File: src/rtl/wff_pkg.sv
`default_nettype none

package wff_pkg;

  localparam int unsigned AXIS_LOW  = 0;
  localparam int unsigned AXIS_HIGH = 65535;

  localparam bit          AXIS_SPAN_OK = (AXIS_HIGH > AXIS_LOW);
  localparam logic [15:0] AXIS_SPAN    = 16'(AXIS_HIGH - AXIS_LOW);
  localparam logic [17:0] AXIS_SUM     = 18'(AXIS_HIGH + AXIS_LOW);

  localparam logic [15:0] DEAD_ZONE_RST    = 16'd328;
  localparam logic [15:0] BRAKE_WINDOW_RST = 16'd3277;
  localparam logic [14:0] BRAKE_GAIN_RST   = 15'd16384;
  localparam logic [14:0] CENTER_TQ_RST    = 15'd16384;
  localparam logic [15:0] CENTER_DIST_RST  = 16'd16384;
  localparam logic [14:0] FLOOR_TQ_RST     = 15'd3277;
  localparam logic [14:0] TORQUE_LIM_RST   = 15'd32767;

  typedef enum logic [2:0] {
    CFG_DEAD_ZONE,
    CFG_BRAKE_WINDOW,
    CFG_BRAKE_GAIN,
    CFG_CENTER_MAX_TORQUE,
    CFG_CENTER_MAX_DISTANCE,
    CFG_FLOOR_TORQUE,
    CFG_TORQUE_LIMIT,
    CFG_CENTERING_ON
  } cfg_reg_e;

  typedef enum logic [2:0] {
    ST_IDLE,
    ST_NORM,
    ST_DIFF,
    ST_MUL,
    ST_RDIV,
    ST_FIN,
    ST_OUT
  } fsm_state_e;

  typedef enum logic [2:0] {
    TK_ZERO,
    TK_FULL,
    TK_BRAKE,
    TK_CAP,
    TK_RAMP
  } tq_kind_e;

  typedef struct packed {
    logic               target_valid;
    logic signed [15:0] goal_position;
    logic signed [15:0] goal_torque;
    logic               sample_valid;
    logic        [15:0] wheel_raw;
  } in_req_t;

  typedef struct packed {
    logic signed [15:0] drive_level;
    logic               envelope_on;
  } out_rsp_t;

endpackage

`default_nettype wire

File: src/rtl/wff_mul.sv
`default_nettype none

module wff_mul (
  input  logic        clk_i,
  input  logic        rst_ni,
  input  logic        start_i,
  input  logic [15:0] a_i,
  input  logic [14:0] b_i,
  output logic        done_o,
  output logic [30:0] prod_o
);

  logic        busy_q;
  logic        done_q;
  logic [3:0]  cnt_q;
  logic [15:0] a_q;
  logic [31:0] p_q;
  logic [16:0] sum;

  // One multiplier bit per cycle: add the multiplicand into the upper half, then shift right.
  assign sum = p_q[31:15] + (p_q[0] ? {1'b0, a_q} : 17'd0);

  always_ff @(posedge clk_i or negedge rst_ni) begin
    if (!rst_ni) begin
      busy_q <= 1'b0;
      done_q <= 1'b0;
      cnt_q  <= 4'd0;
    end else begin
      done_q <= busy_q && (cnt_q == 4'd14);
      if (start_i) begin
        busy_q <= 1'b1;
        cnt_q  <= 4'd0;
      end else if (busy_q) begin
        cnt_q <= cnt_q + 4'd1;
        if (cnt_q == 4'd14) begin
          busy_q <= 1'b0;
        end
      end
    end
  end

  always_ff @(posedge clk_i) begin
    if (start_i) begin
      a_q <= a_i;
      p_q <= {17'd0, b_i};
    end else if (busy_q) begin
      p_q <= {1'b0, sum, p_q[14:1]};
    end
  end

  assign done_o = done_q;
  assign prod_o = p_q[30:0];

endmodule

`default_nettype wire

File: src/rtl/wff_div.sv
`default_nettype none

module wff_div (
  input  logic        clk_i,
  input  logic        rst_ni,
  input  logic        start_i,
  input  logic [31:0] dividend_i,
  input  logic [15:0] divisor_i,
  output logic        done_o,
  output logic [15:0] quotient_o
);

  logic        busy_q;
  logic        done_q;
  logic [3:0]  cnt_q;
  logic        ovf_q;
  logic [15:0] dvs_q;
  logic [15:0] rem_q;
  logic [15:0] quo_q;
  logic [16:0] trial;
  logic [16:0] rest;
  logic        fits;

  // Restoring division, one quotient bit per cycle. A quotient that does not fit
  // in 16 bits saturates to all ones.
  assign trial = {rem_q, quo_q[15]};
  assign rest  = trial - {1'b0, dvs_q};
  assign fits  = (trial >= {1'b0, dvs_q});

  always_ff @(posedge clk_i or negedge rst_ni) begin
    if (!rst_ni) begin
      busy_q <= 1'b0;
      done_q <= 1'b0;
      cnt_q  <= 4'd0;
    end else begin
      done_q <= busy_q && (cnt_q == 4'd15);
      if (start_i) begin
        busy_q <= 1'b1;
        cnt_q  <= 4'd0;
      end else if (busy_q) begin
        cnt_q <= cnt_q + 4'd1;
        if (cnt_q == 4'd15) begin
          busy_q <= 1'b0;
        end
      end
    end
  end

  always_ff @(posedge clk_i) begin
    if (start_i) begin
      dvs_q <= divisor_i;
      rem_q <= dividend_i[31:16];
      quo_q <= dividend_i[15:0];
      ovf_q <= (dividend_i[31:16] >= divisor_i);
    end else if (busy_q) begin
      rem_q <= fits ? rest[15:0] : trial[15:0];
      quo_q <= {quo_q[14:0], fits};
    end
  end

  assign done_o     = done_q;
  assign quotient_o = ovf_q ? 16'hffff : quo_q;

endmodule

`default_nettype wire

File: src/rtl/wheel_force_feedback_torque.sv
`default_nettype none

// Wheel force-feedback torque. One request in gives one response out: the request
// may latch a new target (position and torque magnitude, taken only when it differs,
// which also clears the brake flag) and may carry a raw axis sample that is scaled
// to a signed Q1.15 wheel position. The response is a constant-force drive level,
// positively limited by torque_limit, and the envelope flag. A wheel sample is scaled
// in the shared bit-serial divider; the brake torque uses the bit-serial multiplier,
// and the centering ramp uses the multiplier and then the divider for its slope.
// Requests are worked one at a time: the next request is accepted as soon as the
// response sits in the output register.
module wheel_force_feedback_torque (
  input  logic              clk_i,
  input  logic              rst_ni,
  input  logic              cfg_we_i,
  input  logic [2:0]        cfg_idx_i,
  input  logic [15:0]       cfg_data_i,
  input  logic              in_valid_i,
  output logic              in_ready_o,
  input  wff_pkg::in_req_t  in_req_i,
  output logic              out_valid_o,
  input  logic              out_ready_i,
  output wff_pkg::out_rsp_t out_rsp_o
);

  import wff_pkg::*;

  logic [15:0] dz_q;
  logic [15:0] bw_q;
  logic [14:0] bg_q;
  logic [14:0] cmt_q;
  logic [15:0] cmd_q;
  logic [14:0] flr_q;
  logic [14:0] lim_q;
  logic        con_q;

  fsm_state_e  state_q;
  fsm_state_e  state_d;

  logic [15:0] htp_q;
  logic [14:0] htt_q;
  logic [15:0] wp_q;
  logic        brk_q;

  tq_kind_e    kind_q;
  tq_kind_e    kind_d;
  logic        dir_q;
  logic        env_q;
  logic        rneg_q;
  logic        nneg_q;
  logic [15:0] torque_q;
  logic [15:0] torque_d;

  logic        out_valid_q;
  out_rsp_t    out_rsp_q;

  logic        accept;
  logic [15:0] gt_neg;
  logic [14:0] gt_mag;
  logic        tgt_new;
  logic [17:0] nx;
  logic [17:0] nx_neg;
  logic [16:0] nx_mag;

  logic [16:0] dff;
  logic [16:0] dff_neg;
  logic [15:0] adiff;
  logic        dir_pos;
  logic        centering;
  logic        env_d;
  logic        rneg;
  logic [14:0] rmag;

  logic        mul_start;
  logic [15:0] mul_a;
  logic [14:0] mul_b;
  logic        mul_done;
  logic [30:0] mul_prod;

  logic        div_start;
  logic [31:0] div_dividend;
  logic [15:0] div_divisor;
  logic        div_done;
  logic [15:0] div_quo;
  logic [15:0] pos_d;

  logic [17:0] qs;
  logic [17:0] bufv;
  logic [15:0] cl;
  logic [15:0] tv;
  logic [15:0] tlim;
  logic [15:0] lvl;

  assign accept = in_valid_i && in_ready_o;

  always_ff @(posedge clk_i or negedge rst_ni) begin
    if (!rst_ni) begin
      dz_q  <= DEAD_ZONE_RST;
      bw_q  <= BRAKE_WINDOW_RST;
      bg_q  <= BRAKE_GAIN_RST;
      cmt_q <= CENTER_TQ_RST;
      cmd_q <= CENTER_DIST_RST;
      flr_q <= FLOOR_TQ_RST;
      lim_q <= TORQUE_LIM_RST;
      con_q <= 1'b0;
    end else if (cfg_we_i) begin
      unique case (cfg_reg_e'(cfg_idx_i))
        CFG_DEAD_ZONE:           dz_q  <= cfg_data_i;
        CFG_BRAKE_WINDOW:        bw_q  <= cfg_data_i;
        CFG_BRAKE_GAIN:          bg_q  <= cfg_data_i[14:0];
        CFG_CENTER_MAX_TORQUE:   cmt_q <= cfg_data_i[14:0];
        CFG_CENTER_MAX_DISTANCE: cmd_q <= cfg_data_i;
        CFG_FLOOR_TORQUE:        flr_q <= cfg_data_i[14:0];
        CFG_TORQUE_LIMIT:        lim_q <= cfg_data_i[14:0];
        CFG_CENTERING_ON:        con_q <= cfg_data_i[0];
      endcase
    end
  end

  // Target magnitude saturates the most negative torque to full scale.
  always_comb begin
    gt_neg  = ~in_req_i.goal_torque + 16'd1;
    if (in_req_i.goal_torque[15]) begin
      gt_mag = (in_req_i.goal_torque == 16'sh8000) ? 15'h7fff : gt_neg[14:0];
    end else begin
      gt_mag = in_req_i.goal_torque[14:0];
    end
    tgt_new = (in_req_i.goal_position != htp_q) || (gt_mag != htt_q);
    nx      = {1'b0, in_req_i.wheel_raw, 1'b0} - AXIS_SUM;
    nx_neg  = ~nx + 18'd1;
    nx_mag  = nx[17] ? nx_neg[16:0] : nx[16:0];
  end

  always_comb begin
    dff       = {htp_q[15], htp_q} - {wp_q[15], wp_q};
    dff_neg   = ~dff + 17'd1;
    adiff     = dff[16] ? dff_neg[15:0] : dff[15:0];
    dir_pos   = !dff[16] && (dff != 17'd0);
    centering = brk_q || con_q;
    rneg      = (flr_q > cmt_q);
    rmag      = rneg ? (flr_q - cmt_q) : (cmt_q - flr_q);
    env_d     = 1'b0;
    if (centering) begin
      if (adiff < dz_q) begin
        kind_d = TK_ZERO;
      end else if (cmd_q <= dz_q) begin
        kind_d = TK_CAP;
      end else begin
        kind_d = TK_RAMP;
      end
    end else if (adiff < dz_q) begin
      kind_d = TK_ZERO;
    end else if (adiff < bw_q) begin
      kind_d = TK_BRAKE;
      env_d  = 1'b1;
    end else begin
      kind_d = TK_FULL;
      env_d  = 1'b1;
    end
    if (kind_d == TK_BRAKE) begin
      mul_a = {1'b0, htt_q};
      mul_b = bg_q;
    end else begin
      mul_a = adiff - dz_q;
      mul_b = rmag;
    end
  end

  always_comb begin
    if (state_q == ST_IDLE) begin
      div_dividend = {nx_mag, 15'd0};
      div_divisor  = AXIS_SPAN;
    end else begin
      div_dividend = {1'b0, mul_prod};
      div_divisor  = cmd_q - dz_q;
    end
    if (nneg_q) begin
      pos_d = div_quo[15] ? 16'h8000 : (~div_quo + 16'd1);
    end else begin
      pos_d = div_quo[15] ? 16'h7fff : div_quo;
    end
  end

  always_ff @(posedge clk_i or negedge rst_ni) begin
    if (!rst_ni) begin
      state_q <= ST_IDLE;
    end else begin
      state_q <= state_d;
    end
  end

  always_comb begin
    state_d    = state_q;
    in_ready_o = 1'b0;
    mul_start  = 1'b0;
    div_start  = 1'b0;
    unique case (state_q)
      ST_IDLE: begin
        in_ready_o = 1'b1;
        if (in_valid_i) begin
          if (in_req_i.sample_valid && AXIS_SPAN_OK) begin
            div_start = 1'b1;
            state_d   = ST_NORM;
          end else begin
            state_d = ST_DIFF;
          end
        end
      end
      ST_NORM: begin
        if (div_done) begin
          state_d = ST_DIFF;
        end
      end
      ST_DIFF: begin
        if (kind_d == TK_BRAKE || kind_d == TK_RAMP) begin
          mul_start = 1'b1;
          state_d   = ST_MUL;
        end else begin
          state_d = ST_FIN;
        end
      end
      ST_MUL: begin
        if (mul_done) begin
          if (kind_q == TK_RAMP) begin
            div_start = 1'b1;
            state_d   = ST_RDIV;
          end else begin
            state_d = ST_FIN;
          end
        end
      end
      ST_RDIV: begin
        if (div_done) begin
          state_d = ST_FIN;
        end
      end
      ST_FIN: begin
        state_d = ST_OUT;
      end
      ST_OUT: begin
        if (!out_valid_q || out_ready_i) begin
          state_d = ST_IDLE;
        end
      end
      default: begin
        state_d = ST_IDLE;
      end
    endcase
  end

  always_ff @(posedge clk_i or negedge rst_ni) begin
    if (!rst_ni) begin
      htp_q  <= 16'd0;
      htt_q  <= 15'd0;
      wp_q   <= 16'd0;
      brk_q  <= 1'b0;
      kind_q <= TK_ZERO;
    end else begin
      if (accept) begin
        if (in_req_i.target_valid && tgt_new) begin
          htp_q <= in_req_i.goal_position;
          htt_q <= gt_mag;
          brk_q <= 1'b0;
        end
        if (in_req_i.sample_valid && !AXIS_SPAN_OK) begin
          wp_q <= 16'd0;
        end
      end
      if (state_q == ST_NORM && div_done) begin
        wp_q <= pos_d;
      end
      if (state_q == ST_DIFF) begin
        kind_q <= kind_d;
        if (kind_d == TK_BRAKE) begin
          brk_q <= 1'b1;
        end
      end
    end
  end

  always_ff @(posedge clk_i) begin
    if (accept) begin
      nneg_q <= nx[17];
    end
    if (state_q == ST_DIFF) begin
      dir_q  <= dir_pos;
      env_q  <= env_d;
      rneg_q <= rneg;
    end
    if (state_q == ST_FIN) begin
      torque_q <= torque_d;
    end
  end

  // Torque by kind, turned toward the target; the centering ramp is floor plus the
  // signed slope term, clamped to the ceiling and to -32767.
  always_comb begin
    qs   = {2'b00, div_quo};
    bufv = rneg_q ? ({3'b000, flr_q} - qs) : ({3'b000, flr_q} + qs);
    if ($signed(bufv) > $signed({3'b000, cmt_q})) begin
      cl = {1'b0, cmt_q};
    end else if ($signed(bufv) < -18'sd32767) begin
      cl = 16'h8001;
    end else begin
      cl = bufv[15:0];
    end
    unique case (kind_q)
      TK_ZERO:  tv = 16'd0;
      TK_FULL:  tv = {1'b0, htt_q};
      TK_BRAKE: tv = 16'd0 - {1'b0, mul_prod[29:15]};
      TK_CAP:   tv = {1'b0, cmt_q};
      TK_RAMP:  tv = cl;
      default:  tv = 16'd0;
    endcase
    torque_d = dir_q ? tv : (16'd0 - tv);
  end

  // Scaling by 32767/32768 with truncation moves a nonzero torque one step toward zero.
  always_comb begin
    tlim = ($signed(torque_q) > $signed({1'b0, lim_q})) ? {1'b0, lim_q} : torque_q;
    if (tlim[15]) begin
      lvl = tlim + 16'd1;
    end else if (tlim != 16'd0) begin
      lvl = tlim - 16'd1;
    end else begin
      lvl = 16'd0;
    end
  end

  always_ff @(posedge clk_i or negedge rst_ni) begin
    if (!rst_ni) begin
      out_valid_q <= 1'b0;
    end else if (state_q == ST_OUT && (!out_valid_q || out_ready_i)) begin
      out_valid_q <= 1'b1;
    end else if (out_ready_i) begin
      out_valid_q <= 1'b0;
    end
  end

  always_ff @(posedge clk_i) begin
    if (state_q == ST_OUT && (!out_valid_q || out_ready_i)) begin
      out_rsp_q.drive_level <= lvl;
      out_rsp_q.envelope_on <= env_q;
    end
  end

  wff_mul u_wff_mul (
    .clk_i   (clk_i),
    .rst_ni  (rst_ni),
    .start_i (mul_start),
    .a_i     (mul_a),
    .b_i     (mul_b),
    .done_o  (mul_done),
    .prod_o  (mul_prod)
  );

  wff_div u_wff_div (
    .clk_i      (clk_i),
    .rst_ni     (rst_ni),
    .start_i    (div_start),
    .dividend_i (div_dividend),
    .divisor_i  (div_divisor),
    .done_o     (div_done),
    .quotient_o (div_quo)
  );

  assign out_valid_o = out_valid_q;
  assign out_rsp_o   = out_rsp_q;

endmodule

`default_nettype wire

File: config.mk
export PLATFORM = sky130hd
export DESIGN_NAME = wheel_force_feedback_torque
export DESIGN_NICKNAME = d
export VERILOG_FILES = /design/src/rtl/wff_pkg.sv /design/src/rtl/wff_mul.sv /design/src/rtl/wff_div.sv /design/src/rtl/wheel_force_feedback_torque.sv
export SDC_FILE = /design/constraint.sdc
export NUM_CORES = 1
export LEC_CHECK = 0
export BUFFER_PORTS_ARGS = -buffer_cell sky130_fd_sc_hd__buf_2
export CORE_MARGIN = 3
export CORE_UTILIZATION = 60
export DETAILED_ROUTE_END_ITERATION = 8
export PLACE_DENSITY = 0.88
export SLEW_MARGIN = 15
export SYNTH_ARGS = -nofsm -noshare
export SYNTH_HDL_FRONTEND = slang
export SYNTH_HIERARCHICAL = 1
export SYNTH_SLANG_ARGS = --single-unit
File: constraint.sdc
create_clock -name clk_i -period 13.3 [get_ports clk_i]
set_input_delay 1.995 -clock clk_i [delete_from_list [all_inputs] [get_ports clk_i]]
set_output_delay 1.995 -clock clk_i [all_outputs]
set_load 0.005 [all_outputs]
==> results_dict.tcl, run 1 <==
set metrics [dict create \
    status "finished clean" \
    core_um2 40000 \
    power.density_nw_per_um2 126 \
    ant_nets 0 \
    syn_inst 2673 \
    final_cell_mix "nand2_1, ha_1, inv_1" \
    ys_types 97 \
    grt_usage_pct 34.6 \
    drt_iter0_drc 2571 \
    drv_cap 0 \
    dr.pass1.iters 6 \
    start_kind "register" \
    grt_pass1_wl_um 118000 \
    r2r_start "htp_q[0]" \
    fillCellCount 3145 \
    hpwl_um 58300 \
    pre_cts_slack_ps 4710 \
    num_rows 73 \
    fin_tns_setup_ps 0 \
    drv_slew 0 \
    syn_avg_cell_area_um2 9.14 \
    p_leak_nw 11.8 \
    async_reset_ff_share_pct 57.0 \
    holdPathStages 0 \
    numCtsBuffers 38 \
    worstPathRequired_ps 13500 \
    port_buffers 92 \
    finalCriticalPeriod_ps 8830 \
    reg2reg_slack_ps 4470 \
    cp_slowest_stage_delay_ps 670 \
    post-route-util_pct 66.4 \
    dpl-instance-area_um2 25300 \
    relSlewSlack_pct 18.3 \
    hold_viol_final 0 \
    worst_pin_slew_ps 1220 \
    vias_per_cell 6.50 \
    r2r_end "u_wff_mul/p_q[5]" \
    rsz0062_at_grt "no" \
    synthToLayoutAreaGrowth_pct 8.71 \
    synth_top_flop_cell "dfrtp_1" \
    path_class "reg -> reg" \
    slowest_stage "a31oi_1" \
    gp_congestion 1.07 \
    hp-start "env_q" \
    start_util_pct 61.1 \
    grt_max_degree 74 \
    syn_area_um2 24400 \
    crit_path_start "htp_q[0]" \
    fin_crit_sh_pct 66.4 \
    clock-root-buffer "clkbuf_16" \
    ys_ff_latch 309 \
    via_count 21321 \
    synth_warnings 6 \
    synth_seq_area_share_pct 33.9 \
    ir_worst_vdd_mv 0.127 \
    synth_edf_count 117 \
    final_area_um2 26600 \
    drc 0 \
    end_kind "register" \
    drive_above_1_share_pct 15.5 \
    clock-sinks 309 \
    fin_ws_ps 4470 \
    cts_resized 0 \
    cts_tree "done" \
    holdPathEnd "out_rsp_o[0]" \
    cts_hold_buf 0 \
    worstPathMaxFanout 60 \
    fmax_mhz 113 \
    antenna_found_initial 4 \
    gr-total-overflow 0 \
    post_cts_buffers 0 \
    h-tree-depth 2 \
    routed_wl_um 76700 \
    die-height_um 208 \
    setup_viol 0 \
    placed_cells 3205 \
    clk_pin_slew_ps 60 \
    worstPathArrival_ps 9030 \
    final-instance-count-excl-fill 3279 \
    reg2regPathDepth 32 \
    clock_skew_ps 31.2 \
    fin_nets 3013 \
    pin_count 93 \
    insertion_delay_ps 550 \
    dieArea_um2 43200 \
    hold_class "reg -> reg" \
    routedWlPerCell_um 23.4 \
    cts_buffer_depth 3 \
    grt_pass1_vias 20394 \
    fp.dieW_um 208 \
    final_common_cell "nand2_1" \
    crit_top_cell "o21ai_0" \
]
==> area by class of cell <==
class	instances	area [µm²]	area share (%)
antenna	6	15.0	0.0565
clock buffer	48	1030	3.88
clock inverter	20	218	0.820
inverter	207	777	2.92
multi-input combinational	2057	15000	56.5
sequential	309	8280	31.2
tap	525	657	2.47
timing repair buffer	107	579	2.18
==> metal layers <==
layer | track usage [%] | wire length [µm] | part of all wire [%] | up-vias
met5 | 0 | 0 | 0 | -
met4 | 18.9 | 4650 | 6.1 | 0
met3 | 6.66 | 6880 | 9.0 | 250
met2 | 54.2 | 34700 | 45 | 1141
met1 | 45.5 | 30500 | 40 | 10229
li1 | - | - | - | 9701
==> power breakdown <==
part	switching (mW)	leakage [nW]	internal [mW]	total, mW
clock	0.421	0.612	0.628	1.05
sequential	0.0856	3.33	1.09	1.18
combinational	0.705	7.82	0.430	1.13
total	1.21	11.8	2.15	3.36
==> state kept, by name, indices dropped and copies added, names as in the netlist, 3 cells and up <==
name	cells
u_wff_div/cnt_q	4
u_wff_div/rem_q	16
out_rsp_o	17
bw_q	16
lim_q	15
flr_q	15
cmt_q	15
u_wff_mul/p_q	31
bg_q	15
u_wff_div/quo_q	16
htp_q	16
u_wff_mul/cnt_q	4
htt_q	15
cmd_q	16
wp_q	16
u_wff_mul/a_q	16
kind_q	3
torque_q	16
u_wff_div/dvs_q	16
dz_q	16
state_q	3
==> synthesized netlist by cell type (all sizes together) (14+ instances only) <==
library cell	instances	area, µm²
nor4	14	103
a21o	43	323
nor3	70	350
dfxtp	16	320
edfxtp	117	3510
clkbuf	83	312
mux2i	34	340
nor2	176	661
xnor2	118	1030
nor2b	36	225
a221oi	15	138
o31ai	17	128
a21oi	157	790
or2	25	156
nand2b	27	169
o21a	21	158
a22oi	14	105
a211oi	22	170
ha	210	2630
buf	18	108
nand2	230	866
dfstp	35	920
mux2	162	1900
o21ai	181	913
nand4	28	175
nand3	43	215
inv	205	769
or3	31	195
dfrtp	141	3530
and3	18	114
a31oi	27	190
xor2	83	727
and2	46	288
==> cell families after synthesis <==
group,share of synthesized area [%]
flops,33.9
xor+xnor,7.20
fa+ha+maj,11.5
mux,9.15
buf+inv,4.90
compound gates,16.8
simple gates,16.5
other cells,0.0153
==> worst max-delay path, delay by kind of cell (launching register included) <==
kind,cells,cell delay (ps)
flops,1,400
xor+xnor,1,240
simple gates,7,1260
fa+ha+maj,3,920
compound gates,17,4300
buf+inv,4,1310
==> worst max-delay path by stage <==
stage	end	slack (ps)	cells after the start
after floorplan	u_wff_mul/p_q[0]	6100	31
after global placement	u_wff_mul/p_q[3]	5140	32
after detailed placement	u_wff_mul/p_q[5]	4710	32
after CTS	u_wff_mul/p_q[5]	4660	32
after global routing	u_wff_mul/p_q[5]	3650	32
final	u_wff_mul/p_q[5]	4470	32
==> through the flow <==
stage	hold WS (ps)	power, mW
4_1_cts	447	3.33
3_5_place_dp	421	2.28
6_report	447	3.36
3_3_place_gp	412	2.25
5_1_grt	452	3.51
2_1_floorplan	400	1.91
No activity file was read; power rests on OpenSTA's default activity.
==> run 2: changes to the inputs <==
- CORE_UTILIZATION: 60 -> 58
- clock period: 13.3 -> 8.1 ns (I/O delays scaled with it)
==> run 2 against run 1 <==
Net effect:
- hold slack improved by 7.7 ps
- register-to-register slack got worse by 3800 ps
- non-clock buffer count increased by 7
- final cell count increased by 0.18%
- cell area decreased by 0.15%
- first-iteration DRC count increased by 5.5%
- worst setup slack got worse by 3800 ps
- global-route usage decreased by 0.12 points
- clock power increased by 52%
- routed wire length increased by 1.7%
- power increased by 59%
- clock skew decreased by 20 ps
- critical endpoint is now u_wff_mul/p_q[7]
- largest cell class unchanged
- largest power group unchanged
- highest routed layer is now met5
==> results_dict.tcl, run 2 (same netlist as run 1, synthesis figures left out) <==
set metrics [dict create \
    core_um2 41200 \
    grt_max_degree 65 \
    worstPathMaxFanout 26 \
    relSlewSlack_pct 21.6 \
    cts_buffer_depth 3 \
    via_count 21666 \
    largest_reg_flops 31 \
    start_kind "register" \
    holdPathStages 0 \
    end_kind "register" \
    pin_count 93 \
    clock-sinks 309 \
    fin_crit_sh_pct 91.7 \
    insertion_delay_ps 530 \
    dr_wl_met3_um 8600 \
    met1_length_um 30400 \
    total_power_mw 5.36 \
    post-route-util_pct 64.4 \
    fin_nets 3017 \
    drv_slew 0 \
    ant_nets 0 \
    critical-path-top-delay-family "compound AO/OA/AOI/OAI gates" \
    multi_input_area_um2 15000 \
    slowest_stage "nor2_4" \
    reg2reg_slack_ps 670 \
    clock_skew_ps 11.0 \
    fin_ws_ps 675 \
    final_cell_mix "nand2_1, ha_1, inv_1" \
    dpl-instance-area_um2 25300 \
    finalCriticalPeriod_ps 7430 \
    dr.pass1.iters 6 \
    port_buffers 92 \
    rsz0062_at_grt "no" \
    drc 0 \
    wl_met2_um 34300 \
    final_area_um2 26500 \
    drv_cap 0 \
    path_class "reg -> reg" \
    ir_worst_vdd_mv 0.173 \
    grt_pass1_vias 20972 \
    synthToLayoutAreaGrowth_pct 8.55 \
    final_common_cell "nand2_1" \
    vias_per_cell 6.60 \
    gp_congestion 1.10 \
    reg2regPathDepth 29 \
    dieArea_um2 44600 \
    hold_class "reg -> reg" \
    cts_tree "done" \
    grt_pass1_wl_um 119000 \
    h-tree-depth 2 \
    regMostFlops "u_wff_mul/p_q" \
    pre_cts_slack_ps 823 \
    crit_top_cell "o21ai_0" \
    power.density_nw_per_um2 202 \
    setup_viol 0 \
    drive_above_1_share_pct 15.8 \
    die-height_um 211 \
    seqCellArea_um2 8280 \
    routedWlPerCell_um 23.8 \
    worstPathArrival_ps 7590 \
    cp_num_buf_inv 2 \
    cts_resized 0 \
    hpwl_um 59400 \
    status "finished clean" \
    numCtsBuffers 35 \
    start_util_pct 59.3 \
    routed_wl_um 78000 \
    hold_viol_final 0 \
    worstPathRequired_ps 8260 \
    num_rows 74 \
    antenna_found_initial 6 \
    post_cts_buffers 0 \
    clock-root-buffer "clkbuf_16" \
    fp.dieW_um 211 \
    clk_pin_slew_ps 60 \
    p_leak_nw 11.8 \
    drt_iter0_drc 2713 \
    cp_slowest_stage_delay_ps 630 \
    gr-total-overflow 0 \
    path_depth 29 \
    grt_usage_pct 34.5 \
    top_layer "met5" \
    cts_hold_buf 0 \
    worst_pin_slew_ps 1170 \
    fillCellCount 3254 \
    fin_tns_setup_ps 0 \
    fmax_mhz 135 \
]
run 2: changes by cell type in the layout (fill, tap and decap cells not counted), moves of 2 or more:
cell,change
clkbuf_1,-4
clkinv_1,-3
diode_2,-2
clkbuf_8,+3
buf_4,+6
bufinv_16,-4
run 2: power breakdown:
part	switching (mW)	internal [mW]	total, mW
combinational	1.11	0.711	1.82
sequential	0.151	1.79	1.94
clock	0.678	0.922	1.60
total	1.94	3.42	5.36
run 2: worst paths after layout:
kind,start,to
max in group asynchronous,rst_ni,flr_q[5]
min in group asynchronous,rst_ni,cmd_q[11]
min,env_q,out_rsp_o[0]
max,htp_q[0],u_wff_mul/p_q[7]
max reg2reg,htp_q[0],u_wff_mul/p_q[7]
min reg2reg,env_q,out_rsp_o[0]
run 2: per-layer routing:
layer | vias to the layer above | GRT usage, %
met2 | 1205 | 53.8
li1 | 9716 | -
met3 | 283 | 7.69
met1 | 10458 | 45.3
met4 | 4 | 17.9
met5 | - | 0
run 2: metrics by stage:
step	hold WS, ps	std cells
finish	454	3285
global route	461	3283
CTS	457	3280
detailed placement	440	3218
global placement	440	3218
floorplan	400	2674
run 2: area by class of cell:
| class | count | area share [%] |
|---|---|---|
| sequential | 309 | 31.2 |
| inverter | 207 | 2.93 |
| antenna | 4 | 0.0377 |
| multi-input combinational | 2057 | 56.6 |
| clock inverter | 15 | 0.340 |
| clock buffer | 47 | 3.98 |
| timing repair buffer | 114 | 2.40 |
| tap | 532 | 2.51 |
